### config.mk
export PLATFORM = sky130hd
export DESIGN_NAME = tps_emod
export DESIGN_NICKNAME = d
export VERILOG_FILES = /design/src/design/toroidal_playfield_store_defines.svh /design/src/design/tps_pkg.sv /design/src/design/tps_emod.sv
export SDC_FILE = /design/constraint.sdc
export NUM_CORES = 1
export LEC_CHECK = 0
export BUFFER_PORTS_ARGS = -buffer_cell sky130_fd_sc_hd__buf_4
export CAP_MARGIN = 20
export CELL_PAD_IN_SITES_DETAIL_PLACEMENT = 1
export CELL_PAD_IN_SITES_GLOBAL_PLACEMENT = 1
export CORE_ASPECT_RATIO = 0.9
export CORE_MARGIN = 3
export CORE_UTILIZATION = 35
export CTS_CLUSTER_DIAMETER = 40
export CTS_CLUSTER_SIZE = 25
export DETAILED_ROUTE_END_ITERATION = 6
export PLACE_DENSITY_LB_ADDON = 0.08
export SLEW_MARGIN = 10
export SYNTH_ARGS = -nofsm -noshare
export SYNTH_HDL_FRONTEND = slang
export SYNTH_SLANG_ARGS = --single-unit
### constraint.sdc
create_clock -name aclk -period 6.13 [get_ports aclk]
set_input_delay 0.9195 -clock aclk [delete_from_list [all_inputs] [get_ports aclk]]
set_output_delay 0.9195 -clock aclk [all_outputs]
set_load 0.005 [all_outputs]
### src/design/toroidal_playfield_store_defines.svh
// assertion macros for the toroidal playfield store
`ifndef TOROIDAL_PLAYFIELD_STORE_DEFINES_SVH
`define TOROIDAL_PLAYFIELD_STORE_DEFINES_SVH

// property must hold at every edge outside reset
`define TPS_ASSERT_ALWAYS(name, clk, rstn, prop) \
    name: assert property (@(posedge clk) disable iff (!rstn) (prop)) \
        else $error("toroidal_playfield_store: invariant violated");

// consequent must hold at the edge after the antecedent
`define TPS_ASSERT_NEXT(name, clk, rstn, ante, cons) \
    name: assert property (@(posedge clk) disable iff (!rstn) (ante) |=> (cons)) \
        else $error("toroidal_playfield_store: sequence violated");

`endif

### src/design/tps_pkg.sv
// shared types and constants of the toroidal playfield store
package tps_pkg;

    localparam int GRID_WIDTH_DEF  = 80;
    localparam int GRID_HEIGHT_DEF = 25;
    localparam int CELL_BITS_DEF   = 32;

    localparam int FUNC_BITS  = 3;
    localparam int COORD_BITS = 32;
    localparam int SUM_BITS   = COORD_BITS + 1;
    localparam int BYTE_BITS  = 8;

    // s_tdata layout
    localparam int POS_X_LSB    = 0;
    localparam int POS_Y_LSB    = 32;
    localparam int OFF_X_LSB    = 64;
    localparam int OFF_Y_LSB    = 96;
    localparam int CELL_VAL_LSB = 128;
    localparam int TEXT_LSB     = 160;
    localparam int IN_DATA_BITS = 168;

    // m_tdata layout
    localparam int READ_VAL_LSB  = 0;
    localparam int NEW_X_LSB     = 32;
    localparam int NEW_Y_LSB     = 64;
    localparam int LOAD_FULL_BIT = 96;
    localparam int OUT_DATA_BITS = 104;

    // bits retired per cycle by the modulo unit
    localparam int MOD_STEP = 4;

    localparam logic [FUNC_BITS-1:0] FUNC_READ       = 3'd0;
    localparam logic [FUNC_BITS-1:0] FUNC_WRITE      = 3'd1;
    localparam logic [FUNC_BITS-1:0] FUNC_WRAP       = 3'd2;
    localparam logic [FUNC_BITS-1:0] FUNC_START_LOAD = 3'd3;
    localparam logic [FUNC_BITS-1:0] FUNC_LOAD_BYTE  = 3'd4;

    localparam logic [BYTE_BITS-1:0] CHAR_NUL   = 8'h00;
    localparam logic [BYTE_BITS-1:0] CHAR_LF    = 8'h0A;
    localparam logic [BYTE_BITS-1:0] CHAR_CR    = 8'h0D;
    localparam logic [BYTE_BITS-1:0] CHAR_SPACE = 8'h20;

    typedef enum logic [2:0] {
        ST_IDLE,
        ST_MOD,
        ST_WALK,
        ST_ADDR,
        ST_MEM,
        ST_OUT
    } ctrl_state_t;

endpackage

### src/design/tps_emod.sv
// iterative euclidean modulo of a signed sum by a constant modulus
module tps_emod import tps_pkg::*; #(
    parameter int MODULUS = GRID_WIDTH_DEF
) (
    input  logic                         aclk,
    input  logic                         aresetn,
    input  logic                         start,
    input  logic [SUM_BITS-1:0]          operand,
    output logic                         busy,
    output logic [$clog2(MODULUS)-1:0]   rem
);

    localparam int RW    = $clog2(MODULUS);
    localparam int UW    = SUM_BITS + 1;
    localparam int NSTEP = (UW + MOD_STEP - 1) / MOD_STEP;
    localparam int PW    = NSTEP * MOD_STEP;
    localparam int CW    = $clog2(NSTEP + 1);
    localparam logic [63:0] SPAN   = 64'd1 << (SUM_BITS - 1);
    // smallest multiple of the modulus that lifts any operand to zero or above
    localparam logic [63:0] OFFSET =
        ((SPAN + 64'(MODULUS) - 64'd1) / 64'(MODULUS)) * 64'(MODULUS);

    logic [UW-1:0] lifted;
    logic [PW-1:0] sh_reg, sh_next;
    logic [RW-1:0] rem_reg, rem_next;
    logic [CW-1:0] cnt_reg, cnt_next;
    logic          busy_reg, busy_next;

    assign lifted = UW'({operand[SUM_BITS-1], operand}) + UW'(OFFSET);

    // restoring remainder, msb first
    always_comb begin
        logic [RW:0]   trial;
        logic [RW-1:0] r;
        r = rem_reg;
        for (int i = 0; i < MOD_STEP; i++) begin
            trial = {r, sh_reg[PW-1-i]};
            if (trial >= (RW+1)'(MODULUS)) begin
                trial = trial - (RW+1)'(MODULUS);
            end
            r = trial[RW-1:0];
        end
        rem_next = r;
        sh_next  = sh_reg << MOD_STEP;
    end

    always_comb begin
        cnt_next  = cnt_reg;
        busy_next = busy_reg;
        if (start) begin
            cnt_next  = CW'(NSTEP);
            busy_next = 1'b1;
        end else if (busy_reg) begin
            cnt_next  = cnt_reg - CW'(1);
            busy_next = (cnt_reg != CW'(1));
        end
    end

    always_ff @(posedge aclk) begin
        if (!aresetn) begin
            busy_reg <= 1'b0;
            cnt_reg  <= '0;
        end else begin
            busy_reg <= busy_next;
            cnt_reg  <= cnt_next;
        end
    end

    always_ff @(posedge aclk) begin
        if (start) begin
            sh_reg  <= PW'(lifted);
            rem_reg <= '0;
        end else if (busy_reg) begin
            sh_reg  <= sh_next;
            rem_reg <= rem_next;
        end
    end

    assign busy = busy_reg;
    assign rem  = rem_reg;

endmodule

* Word level (Yosys, flattened, before mapping) *
Cells that the tools add are included.

storage, ports and cells
  flip-flop bits (word level) = 48
  input bits = 36
  output and inout port bits = 8
  logic and storage cells = 30

operators by class
  $add $sub $neg = 6
  order comparisons = 4
  equality and inequality tests = 1
  mux-type cells = 10
  bitwise operators = 1
  reduce and logical (&&, ||, !) cells = 2

operators by type and width
  kind                                                                   count
  34-bit 2-to-1 mux                                                      2
  34-bit by 33-bit adder with 34-bit output, second input constant       1
  8-bit by 7-bit >= comparator with 1-bit output, second input constant  4
  7-bit 2-to-1 mux                                                       4
  7-bit subtractor, second input constant                                4
  4-bit 2-to-1 mux                                                       2
  4-bit by 1-bit != test with 1-bit output, second input constant        1
  4-bit by 1-bit subtractor with 4-bit output, second input constant     1
  1-bit 2-to-1 mux                                                       2
  2-bit nonzero test                                                     1
  2-bit OR reduction                                                     1
  1-bit NOT                                                              1

* Logic depth before layout (Yosys ltp) *
  depth in word-level cells = 8
  depth in mapped cells = 24
  depth with buffers taken out = 22

* Worst setup path after synthesis *
No wires, ideal clock.

  path kind = flip-flop to flip-flop
  start point = register rem_reg[4], in the netlist rem[4]
  end point = register rem_reg[4], in the netlist rem[4]
  library setup time = 0.084 ns
  arrival = 4.455 ns
  data required time = 6.046 ns
  path slack = 1.591 ns
  stages on the path, launching flop included = 25
  path buffers = 2
  period minus slack after synthesis = 4.539 ns
  path through = dfxtp_1 > inv_1 > ha_1 > nor4bb_2 > a211oi_2 > xnor2_1 > ha_1 > buf_1 > and4b_4 > a2111oi_4 > nor2_1 > ha_1 > clkbuf_1 > o21a_1 > a311oi_1 > a22oi_1 > a31oi_1 > or3_1 > nand2_1 > ha_1 > inv_1 > a311oi_1 > a32o_1 > and3_1 > o31ai_2

on the way
  cells in the longest elaborated chain, start to end = 8
  elaborated cells on any way between the ends = 12
  classes of those cells = add/sub: 4; order compare: 4; mux: 4

ends and longest elaborated chain
  element                                                                                    line                            RTL
  start: declaration                                                                         tps_emod.sv:25                  logic [RW-1:0] rem_reg, rem_next;
  start signal: assignment                                                                   tps_emod.sv:75                  rem_reg <= rem_next;
  7-bit subtractor / 8-bit by 7-bit >= comparator with 1-bit output (equally long branches)  tps_emod.sv:39, tps_emod.sv:38
  7-bit 2-to-1 mux (*)                                                                       tps_emod.sv:38                  if (trial >= (RW+1)'(MODULUS)) begin
  7-bit subtractor / 8-bit by 7-bit >= comparator with 1-bit output (equally long branches)  tps_emod.sv:39, tps_emod.sv:38
  7-bit 2-to-1 mux (*)                                                                       tps_emod.sv:38
  8-bit by 7-bit >= comparator with 1-bit output / 7-bit subtractor (equally long branches)  tps_emod.sv:38, tps_emod.sv:39
  7-bit 2-to-1 mux (*)                                                                       tps_emod.sv:38
  7-bit subtractor / 8-bit by 7-bit >= comparator with 1-bit output (equally long branches)  tps_emod.sv:39, tps_emod.sv:38
  7-bit 2-to-1 mux (*)                                                                       tps_emod.sv:38

Mark *: on every way between the ends. The rest lies on a longest branch, timed or not.
A chain may end at the register's enable or synchronous reset.

* Worst setup path in the final report *
  start point = register rem_reg[3], in the netlist rem[3]
  end point = register rem_reg[4], in the netlist rem[4]

Same word-level chain as after synthesis.

==> out/qor.yml <==
critical_path:
  critical_path_buf_inv_count: 1
  cpPeakStageDelay_ns: 0.44
  cpMostUsedCell: "ha_1"
  crit_family: "compound AO/OA/AOI/OAI gates"
  cp.arrival_ns: 5.15
  crit_required_ns: 6.35
  setup.worst_path.start_class: "flip-flop"
  end_kind: "flip-flop"
  worstPathCellList: "ha_1 -> nor4bb_2 -> a211oi_2 -> xnor2_1 -> ha_1 -> and4b_4 -> a2111oi_4 -> nor2_1 -> ha_1 -> o21a_1 -> a311oi_1 -> a22oi_1 -> a31oi_1 -> o21ai_0 -> nand2_1 -> ha_1 -> inv_1 -> a311oi_1 -> a32o_1 -> a21oi_1 -> o31ai_2"
  worstPathMaxFanout: 9
  cp_slowest_cell: "dfxtp_1"
  crit_type: "flip-flop to flip-flop"
logic_synthesis:
  synth_commonest_cells: "nor2_1 (45), edfxtp_1 (34), a21oi_1 (28)"
  yosysMostFrequentCell: "nor2_1"
  ys_warn_count: 0
  async_reset_ff_frac: 0
  yosysTopAreaCellShare: 0.3456
  synthesis.nets: 351
  seq_area_frac_synth: 0.4405
  synth_edf_count: 34
  syn_avg_cell_area_um2: 9.622
  synth_seq_cells: 48
  synthesis.area_um2: 2954
  ys.flop_type: "edfxtp_1"
  synth_top_area_cell: "edfxtp_1"
  synthDistinctLibCells: 52
  synthCells: 307
  yosys-top-cells-area: "edfxtp_1 (35%), dfxtp_1 (9.5%), nor2_1 (5.7%)"
timing:
  worst_pin_slew_ns: 0.8635
  setup_slack_ns: 1.192
  fin_crit_ns: 4.938
  slew-limit-headroom: 0.4243
  fin_skew_ns: 0.004080
  rsz0062_at_grt: "false"
  setup_violations: 0
  hold_violations: 0
  fmax_ghz: 0.2025
  post-route-period-util: 0.8056
  drv_slew: 0
  finalSetupTns_ns: 0
layout:
  fin_nets: 389
  fin_cells: 445
  drive_gt1_frac: 0.1850
  syn_to_final_growth_pct: 16.31
  num_antenna_cells: 0
  largest_reg_flops: 36
global_route:
  grt_pass1_wl_um: 11300
  grt_pass1_vias: 2342
  grt_overflow_total: 0
  antenna_found_initial: 0
  grt_max_degree: 74
  track_usage: 0.1463
clock_network:
  cts_tree: "built"
  clk_latency_ns: 0.30
  cts_inserted_buffers: 5
  clockRootBuffer: "clkbuf_8"
  cts.sinks: 48
  post_cts_resized: 0
  clock_path_buffers: 2
  postCtsSetupBuffers: 0
  postCtsHoldBufs: 0
  clk_pin_slew_ns: 0.08
  cts_max_level: 2
flow_run:
  cap_violations: 0
routing:
  routed_wl_um: 6757
  wl_per_cell_um: 15.18
  drtPass1Iterations: 4
  drt_iter0_drc: 59
  vias: 2360
  drtAntennaViolNets: 0
  via_per_inst: 5.303
  drcViolationCount: 0
run_status:
  status: "finished clean"
power_and_ir_drop:
  p_leak_nw: 1.291
  p_per_area_nw_per_um2: 264.1
  ir_drop_v: 0.0001265
die:
  start_util: 0.3627
  coreArea_um2: 8145
  num_rows: 31
  io_pins: 44
  die_x_um: 102.8
  die-height_um: 93.16
  die_area_um2: 9580
placed_design:
  io_buffers: 43
  dpl.cell_count: 437
  pre_cts_slack_ns: 1.249
  place_congestion: 0.8151
  hpwl_um: 4956
hold_path:
  hold_class: "flip-flop to flip-flop"
layout make-up:
type / count / area, µm²
clock inverters: 1 / 3.754
well taps: 99 / 123.9
flip-flops and latches: 48 / 1301
inverters: 11 / 41.29
clock buffers: 7 / 76.32
fillers: 955 / 4710
multi-input cells: 236 / 1567
repair buffers: 43 / 322.8
metrics by stage:
stage                     total power [mW]  utilization  hold WS, ns  cell area (µm²)
final                               0.9073       0.4218       0.4982             3436
after global routing                0.9720       0.4218       0.5284             3436
after CTS                           0.9171       0.4218       0.5049             3436
after detailed placement            0.7289       0.4120       0.4846             3356
after global placement              0.7240       0.4120       0.4680             3356
after floorplan                     0.6354            -       0.4566             2954
where the power goes:
part / internal, mW / switching (mW)
clock: 0.0797 / 0.104
combinational: 0.140 / 0.177
sequential: 0.384 / 0.0216
total: 0.604 / 0.303
layout by cell type, fill, tap and decap left out, types with 4 or more instances in the layout:
| cell type | count |
|---|---|
| nor2_1 | 45 |
| a311oi_1 | 4 |
| inv_1 | 11 |
| o21ai_0 | 4 |
| and3_1 | 9 |
| o21a_1 | 4 |
| edfxtp_1 | 34 |
| nand2b_1 | 5 |
| buf_4 | 43 |
| dfxtp_1 | 14 |
| xor2_1 | 18 |
| clkbuf_8 | 5 |
| nand2_1 | 17 |
| ha_1 | 8 |
| nand3_1 | 18 |
| a21oi_1 | 28 |
| mux2i_1 | 9 |
| nand4_1 | 4 |
| and2_1 | 5 |
| mux2_2 | 4 |
| xnor2_1 | 11 |
worst paths after layout:
path,from,endpoint,slack (ns),cells after the start
worst min register to register,sh_reg[30],sh_reg[34],0.50,2
worst min-delay path,sh_reg[30],sh_reg[34],0.50,2
worst max-delay path,rem[3],rem[4],1.19,21
worst max register to register,rem[3],rem[4],1.19,21
cell families (layout without fill, tap and decap cells):
group                    Yosys count  after routing  share of synthesized area
AND/OR/NAND/NOR                  120            120                     0.2042
AO/OA/AOI/OAI                     66             66                     0.1605
flip-flops                        48             48                     0.4405
XOR/XNOR                          29             29                    0.08598
buffers and inverters             23             62                    0.02922
multiplexers                      13             13                    0.04574
adder cells (fa/ha/maj)            8              8                    0.03389
worst register-to-register path, stage by stage (launching register included):
cell and delay [ns]:
dfxtp_1 0.44, ha_1 0.19, nor4bb_2 0.41, a211oi_2 0.18
xnor2_1 0.17, ha_1 0.34, and4b_4 0.27, a2111oi_4 0.38
nor2_1 0.11, ha_1 0.31, o21a_1 0.16, a311oi_1 0.26
a22oi_1 0.16, a31oi_1 0.22, o21ai_0 0.15, nand2_1 0.10
ha_1 0.19, inv_1 0.08, a311oi_1 0.21, a32o_1 0.22
a21oi_1 0.09, o31ai_2 0.23
routing by layer:
metal | GRT usage | share of wire | wire, µm
met1 | 0.2126 | 0.50 | 3408
met2 | 0.2231 | 0.45 | 3049
met3 | 0.02908 | 0.035 | 234
met4 | 0.03560 | 0.0095 | 64
met5 | 0 | 0 | 0
No activity file was read; power rests on OpenSTA's default activity.
