--- src/design/toroidal_playfield_store_defines.svh ---
// assertion macros for the toroidal playfield store
`ifndef TOROIDAL_PLAYFIELD_STORE_DEFINES_SVH
`define TOROIDAL_PLAYFIELD_STORE_DEFINES_SVH

// property must hold at every edge outside reset
`define TPS_ASSERT_ALWAYS(name, clk, rstn, prop) \
    name: assert property (@(posedge clk) disable iff (!rstn) (prop)) \
        else $error("toroidal_playfield_store: invariant violated");

// consequent must hold at the edge after the antecedent
`define TPS_ASSERT_NEXT(name, clk, rstn, ante, cons) \
    name: assert property (@(posedge clk) disable iff (!rstn) (ante) |=> (cons)) \
        else $error("toroidal_playfield_store: sequence violated");

`endif

--- src/design/tps_pkg.sv ---
// shared types and constants of the toroidal playfield store
package tps_pkg;

    localparam int GRID_WIDTH_DEF  = 80;
    localparam int GRID_HEIGHT_DEF = 25;
    localparam int CELL_BITS_DEF   = 32;

    localparam int FUNC_BITS  = 3;
    localparam int COORD_BITS = 32;
    localparam int SUM_BITS   = COORD_BITS + 1;
    localparam int BYTE_BITS  = 8;

    // s_tdata layout
    localparam int POS_X_LSB    = 0;
    localparam int POS_Y_LSB    = 32;
    localparam int OFF_X_LSB    = 64;
    localparam int OFF_Y_LSB    = 96;
    localparam int CELL_VAL_LSB = 128;
    localparam int TEXT_LSB     = 160;
    localparam int IN_DATA_BITS = 168;

    // m_tdata layout
    localparam int READ_VAL_LSB  = 0;
    localparam int NEW_X_LSB     = 32;
    localparam int NEW_Y_LSB     = 64;
    localparam int LOAD_FULL_BIT = 96;
    localparam int OUT_DATA_BITS = 104;

    // bits retired per cycle by the modulo unit
    localparam int MOD_STEP = 4;

    localparam logic [FUNC_BITS-1:0] FUNC_READ       = 3'd0;
    localparam logic [FUNC_BITS-1:0] FUNC_WRITE      = 3'd1;
    localparam logic [FUNC_BITS-1:0] FUNC_WRAP       = 3'd2;
    localparam logic [FUNC_BITS-1:0] FUNC_START_LOAD = 3'd3;
    localparam logic [FUNC_BITS-1:0] FUNC_LOAD_BYTE  = 3'd4;

    localparam logic [BYTE_BITS-1:0] CHAR_NUL   = 8'h00;
    localparam logic [BYTE_BITS-1:0] CHAR_LF    = 8'h0A;
    localparam logic [BYTE_BITS-1:0] CHAR_CR    = 8'h0D;
    localparam logic [BYTE_BITS-1:0] CHAR_SPACE = 8'h20;

    typedef enum logic [2:0] {
        ST_IDLE,
        ST_MOD,
        ST_WALK,
        ST_ADDR,
        ST_MEM,
        ST_OUT
    } ctrl_state_t;

endpackage

--- src/design/tps_walk.sv ---
// backward walk of a position to the far grid edge for non-cardinal deltas
module tps_walk import tps_pkg::*; #(
    parameter int GRID_WIDTH  = GRID_WIDTH_DEF,
    parameter int GRID_HEIGHT = GRID_HEIGHT_DEF
) (
    input  logic                  aclk,
    input  logic                  aresetn,
    input  logic                  start,
    input  logic [COORD_BITS-1:0] pos_x,
    input  logic [COORD_BITS-1:0] pos_y,
    input  logic [COORD_BITS-1:0] dlt_x,
    input  logic [COORD_BITS-1:0] dlt_y,
    output logic                  busy,
    output logic [COORD_BITS-1:0] new_x,
    output logic [COORD_BITS-1:0] new_y
);

    logic [SUM_BITS-1:0]   cx_reg, cy_reg, cand_x, cand_y, start_x, start_y;
    logic [COORD_BITS-1:0] dx_reg, dy_reg;
    logic                  busy_reg, busy_next;

    function automatic logic in_grid(logic [SUM_BITS-1:0] x, logic [SUM_BITS-1:0] y);
        in_grid = !x[SUM_BITS-1] && (x < SUM_BITS'(GRID_WIDTH))
               && !y[SUM_BITS-1] && (y < SUM_BITS'(GRID_HEIGHT));
    endfunction

    assign start_x = {pos_x[COORD_BITS-1], pos_x};
    assign start_y = {pos_y[COORD_BITS-1], pos_y};
    assign cand_x  = cx_reg - {dx_reg[COORD_BITS-1], dx_reg};
    assign cand_y  = cy_reg - {dy_reg[COORD_BITS-1], dy_reg};

    always_comb begin
        busy_next = busy_reg;
        if (start) begin
            busy_next = !in_grid(start_x, start_y);
        end else if (busy_reg) begin
            busy_next = in_grid(cand_x, cand_y);
        end
    end

    always_ff @(posedge aclk) begin
        if (!aresetn) begin
            busy_reg <= 1'b0;
        end else begin
            busy_reg <= busy_next;
        end
    end

    // keep the last in-range point, stop at the first one outside
    always_ff @(posedge aclk) begin
        if (start) begin
            cx_reg <= start_x;
            cy_reg <= start_y;
            dx_reg <= dlt_x;
            dy_reg <= dlt_y;
        end else if (busy_reg && in_grid(cand_x, cand_y)) begin
            cx_reg <= cand_x;
            cy_reg <= cand_y;
        end
    end

    assign busy  = busy_reg;
    assign new_x = cx_reg[COORD_BITS-1:0];
    assign new_y = cy_reg[COORD_BITS-1:0];

endmodule

--- config.mk ---
export PLATFORM = sky130hd
export DESIGN_NAME = tps_walk
export DESIGN_NICKNAME = d
export VERILOG_FILES = /design/src/design/toroidal_playfield_store_defines.svh /design/src/design/tps_pkg.sv /design/src/design/tps_walk.sv
export SDC_FILE = /design/constraint.sdc
export NUM_CORES = 1
export LEC_CHECK = 0
export BUFFER_PORTS_ARGS = -buffer_cell sky130_fd_sc_hd__buf_4
export CAP_MARGIN = 10
export CORE_MARGIN = 1.5
export CORE_UTILIZATION = 30
export DETAILED_ROUTE_END_ITERATION = 16
export PLACE_DENSITY = 0.52
export SYNTH_ARGS = -nofsm -noshare
export SYNTH_HDL_FRONTEND = slang
export SYNTH_SLANG_ARGS = --single-unit
--- constraint.sdc ---
create_clock -name aclk -period 12.2 [get_ports aclk]
set_clock_uncertainty 0.05 [all_clocks]
set_input_delay 1.22 -clock aclk [delete_from_list [all_inputs] [get_ports aclk]]
set_output_delay 1.22 -clock aclk [all_outputs]
set_load 0.02 [all_outputs]
Yosys cells after proc, flatten, opt, wreduce, memory -nomap -nowiden
Cells that the tools add are included.
- flip-flop bits (word level): 131
- bits in latches: 0
- RAM bits: 0
- ROM bits: 0
- bits of input ports: 131
- output and inout port bits: 65
- memories: 0
- add/sub/neg operators: 2
- multiply operators: 0
- divide/modulo/power cells: 0
- order comparisons: 4
- equality and inequality tests: 0
- shifts and indexed selects: 0
- mux-type cells: 6
- bitwise gates (word level): 0
- reduce and logical (&&, ||, !) cells: 13
- operators with widths (cell ; count):
    $mux W33 ; 4
    $lt A33 B5 Y1 const B ; 2
    $lt A33 B7 Y1 const B ; 2
    $sub A33 B33 Y33 ; 2
    $logic_and A1 B1 Y1 ; 7
    $logic_not A1 Y1 ; 5
    $mux W1 ; 2
    $reduce_bool A2 Y1 ; 1

Logic depth before layout (Yosys ltp)
Gate-level depths: netlist of run 1.
- word-level depth: 8
- gate-level depth with buffers: 14

Worst setup path after synthesis of run 1
Ideal clock, no wire load.
- path kind: register to register
- start point: reg cx_reg[0]
- end point: reg cx_reg[0], enable pin
- library setup time: 426 ps
- data arrival time: 4325 ps
- data required time: 11724 ps
- slack: 7399 ps
- cell stages (with the launch flop): 15
- path buffers: 0
- clock period less this slack: 4801 ps
- path through: edfxtp_1 -> inv_1 -> ha_1 -> inv_1 -> fa_1 -> a21o_1 -> a221o_1 -> a32oi_1 -> nand3_1 -> o21a_1 -> o311ai_1 -> o21ai_0 -> nor4b_2 -> nand4_1 -> nand2_1
- longest elaborated chain between the ends: 7
- elaborated cells on any way between the ends: 8
- ends and longest elaborated chain (what ; RTL line ; RTL):
    from (decl) ; tps_walk.sv:18 ; logic [SUM_BITS-1:0] cx_reg, cy_reg, cand_x, cand_y, start_x, start_y;
    from (signal assigned) ; tps_walk.sv:52 ; cx_reg <= start_x;
    from (signal assigned) ; tps_walk.sv:57 ; cx_reg <= cand_x;
    $sub A33 B33 Y33 (*) ; tps_walk.sv:29 ; assign cand_x = cx_reg - {dx_reg[COORD_BITS-1], dx_reg};
    $lt A33 B7 Y1 or $logic_not A1 Y1 (tied branches) ; tps_walk.sv:23 ; in_grid = !x[SUM_BITS-1] && (x < SUM_BITS'(GRID_WIDTH))
    $logic_and A1 B1 Y1 (*) ; tps_walk.sv:23 ;
    $logic_and A1 B1 Y1 (*) (2 in a row) ; tps_walk.sv:24 ; && !y[SUM_BITS-1] && (y < SUM_BITS'(GRID_HEIGHT));
    $logic_and A1 B1 Y1 (*) ; tps_walk.sv:56 ; end else if (busy_reg && in_grid(cand_x, cand_y)) begin
    $reduce_bool A2 Y1 (no line) (*) ; n/a ;
Mark *: on every way between the ends. The rest lies on a longest branch, timed or not.
A chain may end at the register's enable or synchronous reset.

Final worst setup path of run 1
- start point: reg cx_reg[0]
- end point: reg cx_reg[23], enable pin
Same word-level chain as after synthesis.

==> impl_metrics.env, run 1 <==
export IMPL_drc=0
export IMPL_dp_hpwl_um=25600
export IMPL_cts_htree_levels=4
export IMPL_max_freq_ghz=0.212
export IMPL_worst_slack_ns=7.48
export IMPL_synth_cells=1062
export IMPL_cts_setup_buffers=0
export IMPL_rsz0062_at_grt="no"
export IMPL_routabilityCongestion=0.897
export IMPL_synthAdderAreaFrac_pct=8.57
export IMPL_synth_area_um2=9810
export IMPL_grt_util_all_layers_pct=19.3
export IMPL_clk_path_buf_depth=2
export IMPL_ys_seq_area_share_pct=40.0
export IMPL_die_w_um=184
export IMPL_final_cells=1632
export IMPL_place_area_um2=11200
export IMPL_start_util_pct=30.3
export IMPL_cts_clk_slew_worst_paths_ns=0.06
export IMPL_outcome="finished clean"
export IMPL_setup_tns_ns=0
export IMPL_postRouteAntennaNets=0
export IMPL_place_inst=1601
export IMPL_start_kind="flop"
export IMPL_ys_seq_elements=131
export IMPL_crit_type="reg -> reg"
export IMPL_synthSimpleGateAreaFrac_pct=15.8
export IMPL_die_area_um2=33800
export IMPL_cts_hold_buf=0
export IMPL_critPathArrivalTime_ns=4.72
export IMPL_muxShareOfSynthArea_pct=0.995
export IMPL_post_cts_resized=0
export IMPL_ios=196
export IMPL_grt_overflow=0
export IMPL_fin_hold_ws_ns=0.642
export IMPL_cts_tree="done"
export IMPL_clock_latency_ns=0.45
export IMPL_hold_viol_final=0
export IMPL_fin_crit_sh_pct=38.7
export IMPL_worstPathRequired_ns=12.21
export IMPL_num_rows=66
export IMPL_yosys_warnings=0
export IMPL_via_per_inst=5.17
export IMPL_final_cell_mix="buf_4, edfxtp_1, nand2_1"
export IMPL_cts_sink_count=131
export IMPL_avgSynthCellArea_um2=9.24
export IMPL_firstDrtPassIters=5
export IMPL_fin_crit_ns=4.72
export IMPL_finalSetupViolCount=0
export IMPL_ys_top_cells_by_area="edfxtp_1, ha_1, buf_4, nand2_1, o21ai_0"
export IMPL_synth_top_area_cell="edfxtp_1"
export IMPL_cts_root_buffer_cell="clkbuf_16"
export IMPL_grt_pass1_vias=8468
export IMPL_vias=8441
export IMPL_power_leakage_nw=4.93
export IMPL_cp_max_fo=66
export IMPL_cts_made_buffers=17
export IMPL_syn_nets=1259
export IMPL_synth_top_family_by_area="compound AO/OA/AOI/OAI gates"
export IMPL_synth_top_area_share_pct=39.8
export IMPL_final_layout_size_suffix_gt1_share_pct=21.5
export IMPL_ys_types=85
export IMPL_coreArea_um2=32400
export IMPL_worstHoldPathType="reg -> reg"
export IMPL_cellPowerDensity_nw_per_um2=163
export IMPL_grt_pass1_wl_um=48700
export IMPL_tightest_slew_ns=0.978
export IMPL_chipHeight_um=184
export IMPL_grt_max_degree=77
export IMPL_routedWlPerCell_um=19.8
export IMPL_synthToLayoutAreaGrowth_pct=20.6
export IMPL_fill_cells=3425
export IMPL_peakVddDrop_mv=0.106
export IMPL_async_flop_share_pct=0
export IMPL_final_net_count=1375
export IMPL_io_buffer_count=195
export IMPL_wl_um=32200
export IMPL_maxCapViolations=0
export IMPL_synth_edf_count=130
export IMPL_final_area_um2=11800
export IMPL_grt_antenna_before_repair=0
export IMPL_synth_compound_gate_area_share_pct=21.3
export IMPL_relSlewSlack_pct=34.8
export IMPL_finalMaxSlewViolations=0
export IMPL_synth_main_ff_cell="edfxtp_1"
export IMPL_dr_first_iter_drc_count=528
export IMPL_cp_end_kind="flop"
export IMPL_final_common_cell="buf_4"
export IMPL_antennaDiodeCount=0
export IMPL_synth_xor_area_share_pct=3.57
export IMPL_pre_cts_ws_ns=7.54
==> worst max-delay path: stages, from the launching register on <==
cell,delay [ns]
edfxtp_1,0.39
inv_1,0.07
ha_1,0.15
inv_1,0.05
fa_1,0.40
a21o_1,0.21
a221o_1,0.41
a32oi_1,0.26
nand3_1,0.20
o21a_1,0.25
o311ai_1,0.31
o21ai_0,0.21
nor4b_2,0.30
nand4_1,0.16
nand2_2,0.10
buf_4,0.66
==> worst paths after layout <==
path,from,end,slack (ns),cells after the start
worst max-delay path,cx_reg[0],cx_reg[23],7.48,15
worst min-delay path,dx_reg[0],cx_reg[0],0.64,2
worst max register to register,cx_reg[0],cx_reg[23],7.48,15
worst min register to register,dx_reg[0],cx_reg[0],0.64,2
==> synth_stat cells (13+ instances only) <==
library cell  instances
nand2_1             119
nor3_1               23
edfxtp_1            130
a21o_1               19
a21oi_1              75
xor2_1               18
buf_4                64
nand4_1              27
nor2_1               42
xnor2_1              22
nand3_1              17
o21a_1               15
nor4_1               18
o21ai_0              84
inv_1                83
and2_1               13
clkbuf_1             34
ha_1                 64
==> stage by stage <==
step | total power [mW] | util (%)
4_1_cts | 1.94 | 36.6
5_1_grt | 2.03 | 36.6
3_5_place_dp | 1.37 | 34.7
3_3_place_gp | 1.38 | 34.7
6_report | 1.92 | 36.6
2_1_floorplan | 1.14 | -
==> per-layer routing <==
metal	global-route usage (%)	wire (um)	part of all wire [%]
met4	6.49	742	2.3
met2	30.7	14700	46
met3	4.58	2080	6.5
met1	25.7	14700	46
met5	0	0	0
==> layout make-up <==
type,instances,area [um2],share of cell area [%]
Clock inverter,14,186,1.58
Timing Repair Buffer,199,1500,12.7
Inverter,84,315,2.66
Sequential cell,131,3920,33.2
Tap cell,442,553,4.67
Multi-Input combinational cell,745,4930,41.7
Clock buffer,17,425,3.59
==> logic make-up after synthesis <==
kind of cell    Yosys count
buf+inv                 186
simple gates            312
mux                       9
fa+ha+maj                66
xor+xnor                 40
compound gates          318
flops                   131
==> power breakdown <==
group | internal [mW] | switching (mW) | leakage [nW]
combinational | 0.295 | 0.484 | 3.35
clock | 0.340 | 0.212 | 0.291
sequential | 0.564 | 0.0297 | 1.29
total | 1.20 | 0.725 | 4.93
Power figures use the tool's default switching activity.
==> inputs of run 2 (changes only) <==
PLACE_DENSITY = 0.53   (was 0.52)
clock period = 4.2 ns   (was 12.2 ns; I/O delays follow)
==> run 2 against run 1 <==
  * Critical endpoint is now cy_reg[17]
  * Die area is the same
  * Via count grew 2.8%
  * Combinational power grew to 3.2 times the previous value
  * Global-route usage shrank 0.20 points
==> impl_metrics.env, run 2 (synthesis gave the netlist of run 1 again) <==
export IMPL_use_met3_pct=3.57
export IMPL_fin_crit_sh_pct=95.2
export IMPL_pre_cts_ws_ns=-0.151
export IMPL_vias=8677
export IMPL_power_leakage_nw=5.19
export IMPL_min_from="dlt_y[28]"
export IMPL_use_met1_pct=25.8
export IMPL_coreArea_um2=32400
export IMPL_postRouteAntennaNets=0
export IMPL_cts_htree_levels=4
export IMPL_wl_um=32700
export IMPL_crit_chain="inv_1 -> ha_2 -> inv_2 -> fa_2 -> a21o_1 -> a221o_1 -> a32oi_2 -> nand3_4 -> o21a_4 -> o311ai_4 -> o21ai_1 -> nor4b_2 -> nand4_1 -> nand2_4 -> buf_12 -> clkbuf_16"
export IMPL_path_buf_inv=4
export IMPL_finalSetupViolCount=0
export IMPL_clk_path_buf_depth=2
export IMPL_chipHeight_um=184
export IMPL_drc=0
export IMPL_grt_pass1_vias=8376
export IMPL_peakVddDrop_mv=0.305
export IMPL_cts_root_buffer_cell="clkbuf_16"
export IMPL_routabilityCongestion=0.890
export IMPL_outcome="finished clean"
export IMPL_die_area_um2=33800
export IMPL_critical_path_max_stage_delay_ns=0.39
export IMPL_r2r_end="cy_reg[17]"
export IMPL_slowest_stage="edfxtp_1"
export IMPL_grt_util_all_layers_pct=19.1
export IMPL_worst_slack_ns=0.200
export IMPL_die_w_um=184
export IMPL_start_util_pct=30.3
export IMPL_power_mw=5.66
export IMPL_cts_clk_slew_worst_paths_ns=0.07
export IMPL_cellPowerDensity_nw_per_um2=457
export IMPL_r2r_cells=16
export IMPL_ios=196
export IMPL_crit_family="compound AO/OA/AOI/OAI gates"
export IMPL_finalMaxSlewViolations=0
export IMPL_grt_max_degree=70
export IMPL_hold_depth=1
export IMPL_fin_crit_ns=4.00
export IMPL_hold_viol_final=0
export IMPL_routedWlPerCell_um=19.6
export IMPL_firstDrtPassIters=7
export IMPL_cts_sink_count=131
export IMPL_maxCapViolations=0
export IMPL_cp_max_fo=7
export IMPL_dr_first_iter_drc_count=739
export IMPL_grt_pass1_wl_um=48300
export IMPL_synthToLayoutAreaGrowth_pct=26.3
export IMPL_final_cell_mix="buf_4, edfxtp_1, nand2_1"
export IMPL_via_per_inst=5.20
export IMPL_io_buffer_count=195
export IMPL_start_kind="flop"
export IMPL_relSlewSlack_pct=47.7
export IMPL_grt_busiest_layer="met2"
export IMPL_antennaDiodeCount=0
export IMPL_reg2reg_setup_slack_ns=0.20
export IMPL_grt_antenna_before_repair=0
export IMPL_cts_made_buffers=17
export IMPL_final_net_count=1412
export IMPL_final_common_cell="buf_4"
export IMPL_final_layout_size_suffix_gt1_share_pct=26.1
export IMPL_grt_util_met2_pct=30.9
export IMPL_worstHoldPathType="in -> reg"
export IMPL_critPathArrivalTime_ns=4.10
export IMPL_tightest_slew_ns=0.775
export IMPL_utilization_pct=38.3
export IMPL_num_rows=66
export IMPL_worstPathRequired_ns=4.30
export IMPL_dp_hpwl_um=25600
export IMPL_cp_end_kind="flop"
export IMPL_max_freq_ghz=0.250
export IMPL_reg2reg_from="cx_reg[0]"
export IMPL_min_to="dy_reg[28]"
export IMPL_cts_tree="done"
export IMPL_grt_overflow=0
export IMPL_crit_type="reg -> reg"
export IMPL_clock_latency_ns=0.44
export IMPL_cts_hold_buf=0
run 2: cell count changes in the layout (fill, tap and decap cells not counted), moves of 4 or more:
cell       delta
buf_4        +26
xnor2_1       -5
buf_12        +4
clkbuf_16     +5
run 2: worst max-delay path by stage:
| stage | start | end | slack, ns | cells past startpoint |
|---|---|---|---|---|
| after floorplan | cx_reg[0] | cx_reg[0] | 0.005 | 14 |
| after global placement | cx_reg[0] | cx_reg[17] | -0.09 | 15 |
| after detailed placement | cx_reg[0] | cx_reg[20] | -0.15 | 15 |
| after CTS | cx_reg[0] | cx_reg[21] | 0.009 | 15 |
| after global routing | cx_reg[0] | cy_reg[12] | -0.05 | 16 |
| final | cx_reg[0] | cy_reg[17] | 0.20 | 16 |
run 2: final cells by class:
class / instances / area, um2
clock buffers: 18 / 429
clock inverters: 14 / 130
fillers: 3327 / 20000
inverters: 84 / 315
multi-input cells: 746 / 5130
flip-flops and latches: 131 / 3920
well taps: 442 / 553
repair buffers: 235 / 1910
run 2: what timing repair did:
item                       4_1_cts  5_1_grt
gates resized for setup          5       30
pin swaps                        0        5
cloned                           0        7
setup endpoints to repair       64       66
buffers inserted                 0       10
run 2: metrics by stage:
stage / TNS, ns / hold slack, ns / instance area [um2] / cells
global route: -1.83 / 0.0830 / 12400 / 1670
global placement: -4.07 / 0.549 / 11400 / 1621
floorplan: 0 / 0.469 / 9810 / 1062
detailed placement: -8.43 / 0.549 / 11400 / 1621
CTS: 0 / 0.0845 / 12000 / 1653
finish: 0 / 0.0975 / 12400 / 1670
run 2: layer usage:
| metal | vias up | wire length, um |
|---|---|---|
| li1 | 4185 | - |
| met1 | 4145 | 14400 |
| met2 | 310 | 15400 |
| met3 | 37 | 2200 |
| met4 | 0 | 724 |
| met5 | - | 0 |
run 2: where the power goes:
group          internal (mW)  switching [mW]
Clock                  0.821           0.644
Combinational          0.990            1.48
Sequential              1.64          0.0900
==> inputs of run 3 (changes only) <==
CORE_UTILIZATION = 51   (was 30)
PLACE_DENSITY = 0.81   (was 0.53)
==> run 3 against run 2 <==
  * Global-route usage rose by 9.3 points
  * Sequential power barely moved
  * Total power fell by 3.0%
  * Die area fell by 41%
  * Clock-buffer cell count did not move
  * Fmax fell by 1.3%
  * Clock power rose by 3%
  * First-iteration DRC count rose by 43%
  * Final cell count fell by 15%
  * Hold slack improved by 0.011 ns
  * Register-to-register slack got worse by 0.05 ns
  * Critical path type unchanged
==> impl_metrics.env, run 3 (synthesis gave the netlist of run 1 again) <==
export IMPL_cts_setup_buffers=0
export IMPL_grt_util_all_layers_pct=28.4
export IMPL_crit_family="compound AO/OA/AOI/OAI gates"
export IMPL_finalMaxSlewViolations=0
export IMPL_switching_share_pct=37.4
export IMPL_cts_made_buffers=17
export IMPL_utilization_pct=61.9
export IMPL_peakVddDrop_mv=0.284
export IMPL_grt_antenna_before_repair=0
export IMPL_fin_crit_ns=4.05
export IMPL_cts_sink_count=131
export IMPL_path_buf_inv=3
export IMPL_slowest_stage="a221o_1"
export IMPL_tightest_slew_ns=0.978
export IMPL_firstDrtPassIters=5
export IMPL_final_net_count=1377
export IMPL_drc=0
export IMPL_combinationalPowerShare_pct=41.1
export IMPL_worstPathRequired_ns=4.27
export IMPL_grt_pass1_wl_um=43700
export IMPL_seqPwrFrac_pct=31.3
export IMPL_antennaDiodeCount=0
export IMPL_grt_max_degree=63
export IMPL_cts_htree_levels=4
export IMPL_die_w_um=142
export IMPL_io_buffer_count=195
export IMPL_cellPowerDensity_nw_per_um2=473
export IMPL_clock_latency_ns=0.43
export IMPL_dp_hpwl_um=22300
export IMPL_die_area_um2=20100
export IMPL_outcome="finished clean"
export IMPL_max_freq_ghz=0.247
export IMPL_start_kind="flop"
export IMPL_cts_clk_slew_worst_paths_ns=0.06
export IMPL_critPathArrivalTime_ns=4.12
export IMPL_postRouteAntennaNets=0
export IMPL_crit_chain="inv_1 -> ha_1 -> inv_1 -> fa_1 -> a21o_1 -> a221o_1 -> a22o_1 -> nor2_1 -> xor2_1 -> o21a_1 -> nand4_1 -> nor4b_1 -> nand4_1 -> nand2_2 -> buf_12"
export IMPL_grt_pass1_vias=8272
export IMPL_crit_type="reg -> reg"
export IMPL_hold_viol_final=0
export IMPL_place_inst=1395
export IMPL_rsz0062_at_grt="no"
export IMPL_cts_tree="done"
export IMPL_critical_path_max_stage_delay_ns=0.40
export IMPL_routedWlPerCell_um=20.0
export IMPL_final_layout_size_suffix_gt1_share_pct=22.1
export IMPL_fin_hold_ws_ns=0.108
export IMPL_finalSetupViolCount=0
export IMPL_dr_first_iter_drc_count=1060
export IMPL_chipHeight_um=142
export IMPL_cts_root_buffer_cell="clkbuf_16"
export IMPL_relSlewSlack_pct=34.2
export IMPL_p_int_mw=3.44
export IMPL_clk_path_buf_depth=2
export IMPL_power_mw=5.49
export IMPL_synthToLayoutAreaGrowth_pct=18.5
export IMPL_coreArea_um2=18800
export IMPL_fin_crit_sh_pct=96.5
export IMPL_ios=196
export IMPL_power_leakage_nw=4.95
export IMPL_cp_end_kind="flop"
export IMPL_start_util_pct=52.3
export IMPL_fill_cells=1597
export IMPL_cts_hold_buf=0
export IMPL_wl_um=28500
export IMPL_power_switching_mw=2.06
export IMPL_setup_tns_ns=0
export IMPL_worstHoldPathType="in -> reg"
export IMPL_num_rows=50
export IMPL_post_cts_resized=0
export IMPL_cp_max_fo=34
export IMPL_maxCapViolations=0
export IMPL_via_per_inst=6.17
export IMPL_routabilityCongestion=0.975
export IMPL_p_clk_share_pct=27.5
export IMPL_final_cell_mix="buf_4, edfxtp_1, nand2_1"
export IMPL_vias=8800
export IMPL_final_cells=1426
export IMPL_final_common_cell="buf_4"
export IMPL_grt_overflow=0
[run 3: metrics by stage]
stage	cell area, um2	setup WS, ns
5_1_grt	11600	0.0148
3_3_place_gp	11000	0.184
4_1_cts	11600	0.0474
6_report	11600	0.148
2_1_floorplan	9810	0.00481
3_5_place_dp	11000	0.101
[run 3: final timing paths]
| check | from | to | slack (ns) | cells past startpoint |
|---|---|---|---|---|
| worst max-delay path | cx_reg[0] | cx_reg[10] | 0.15 | 15 |
| worst min-delay path | dlt_x[1] | dx_reg[1] | 0.11 | 1 |
| worst max register to register | cx_reg[0] | cx_reg[10] | 0.15 | 15 |
| worst min register to register | dx_reg[0] | cx_reg[0] | 0.63 | 2 |
[run 3: area by class of cell]
type	count	area [um2]	share of cell area (%)
clock buffer	18	429	3.69
tap	234	293	2.52
timing repair buffer	201	1540	13.2
multi-input combinational	745	4960	42.7
sequential	131	3920	33.8
clock inverter	13	161	1.39
inverter	84	315	2.71
[run 3: metal layers]
metal  track usage, %  wire [um]  up-vias
li1                 -          -     4101
met1             37.4      11900     4190
met2             47.4      13600      456
met3             4.93       2240       53
met4             9.33        741        0
met5                0          0        -
[run 3: power groups by stage]
| stage | logic [mW] | registers [mW] | clock network, mW |
|---|---|---|---|
| after global placement | 2.15 | 1.74 | 0 |
| final | 2.26 | 1.72 | 1.51 |
| after global routing | 2.44 | 1.74 | 1.58 |
| after floorplan | 1.60 | 1.71 | 0 |
| after detailed placement | 2.17 | 1.75 | 0 |
| after CTS | 2.19 | 1.72 | 1.52 |
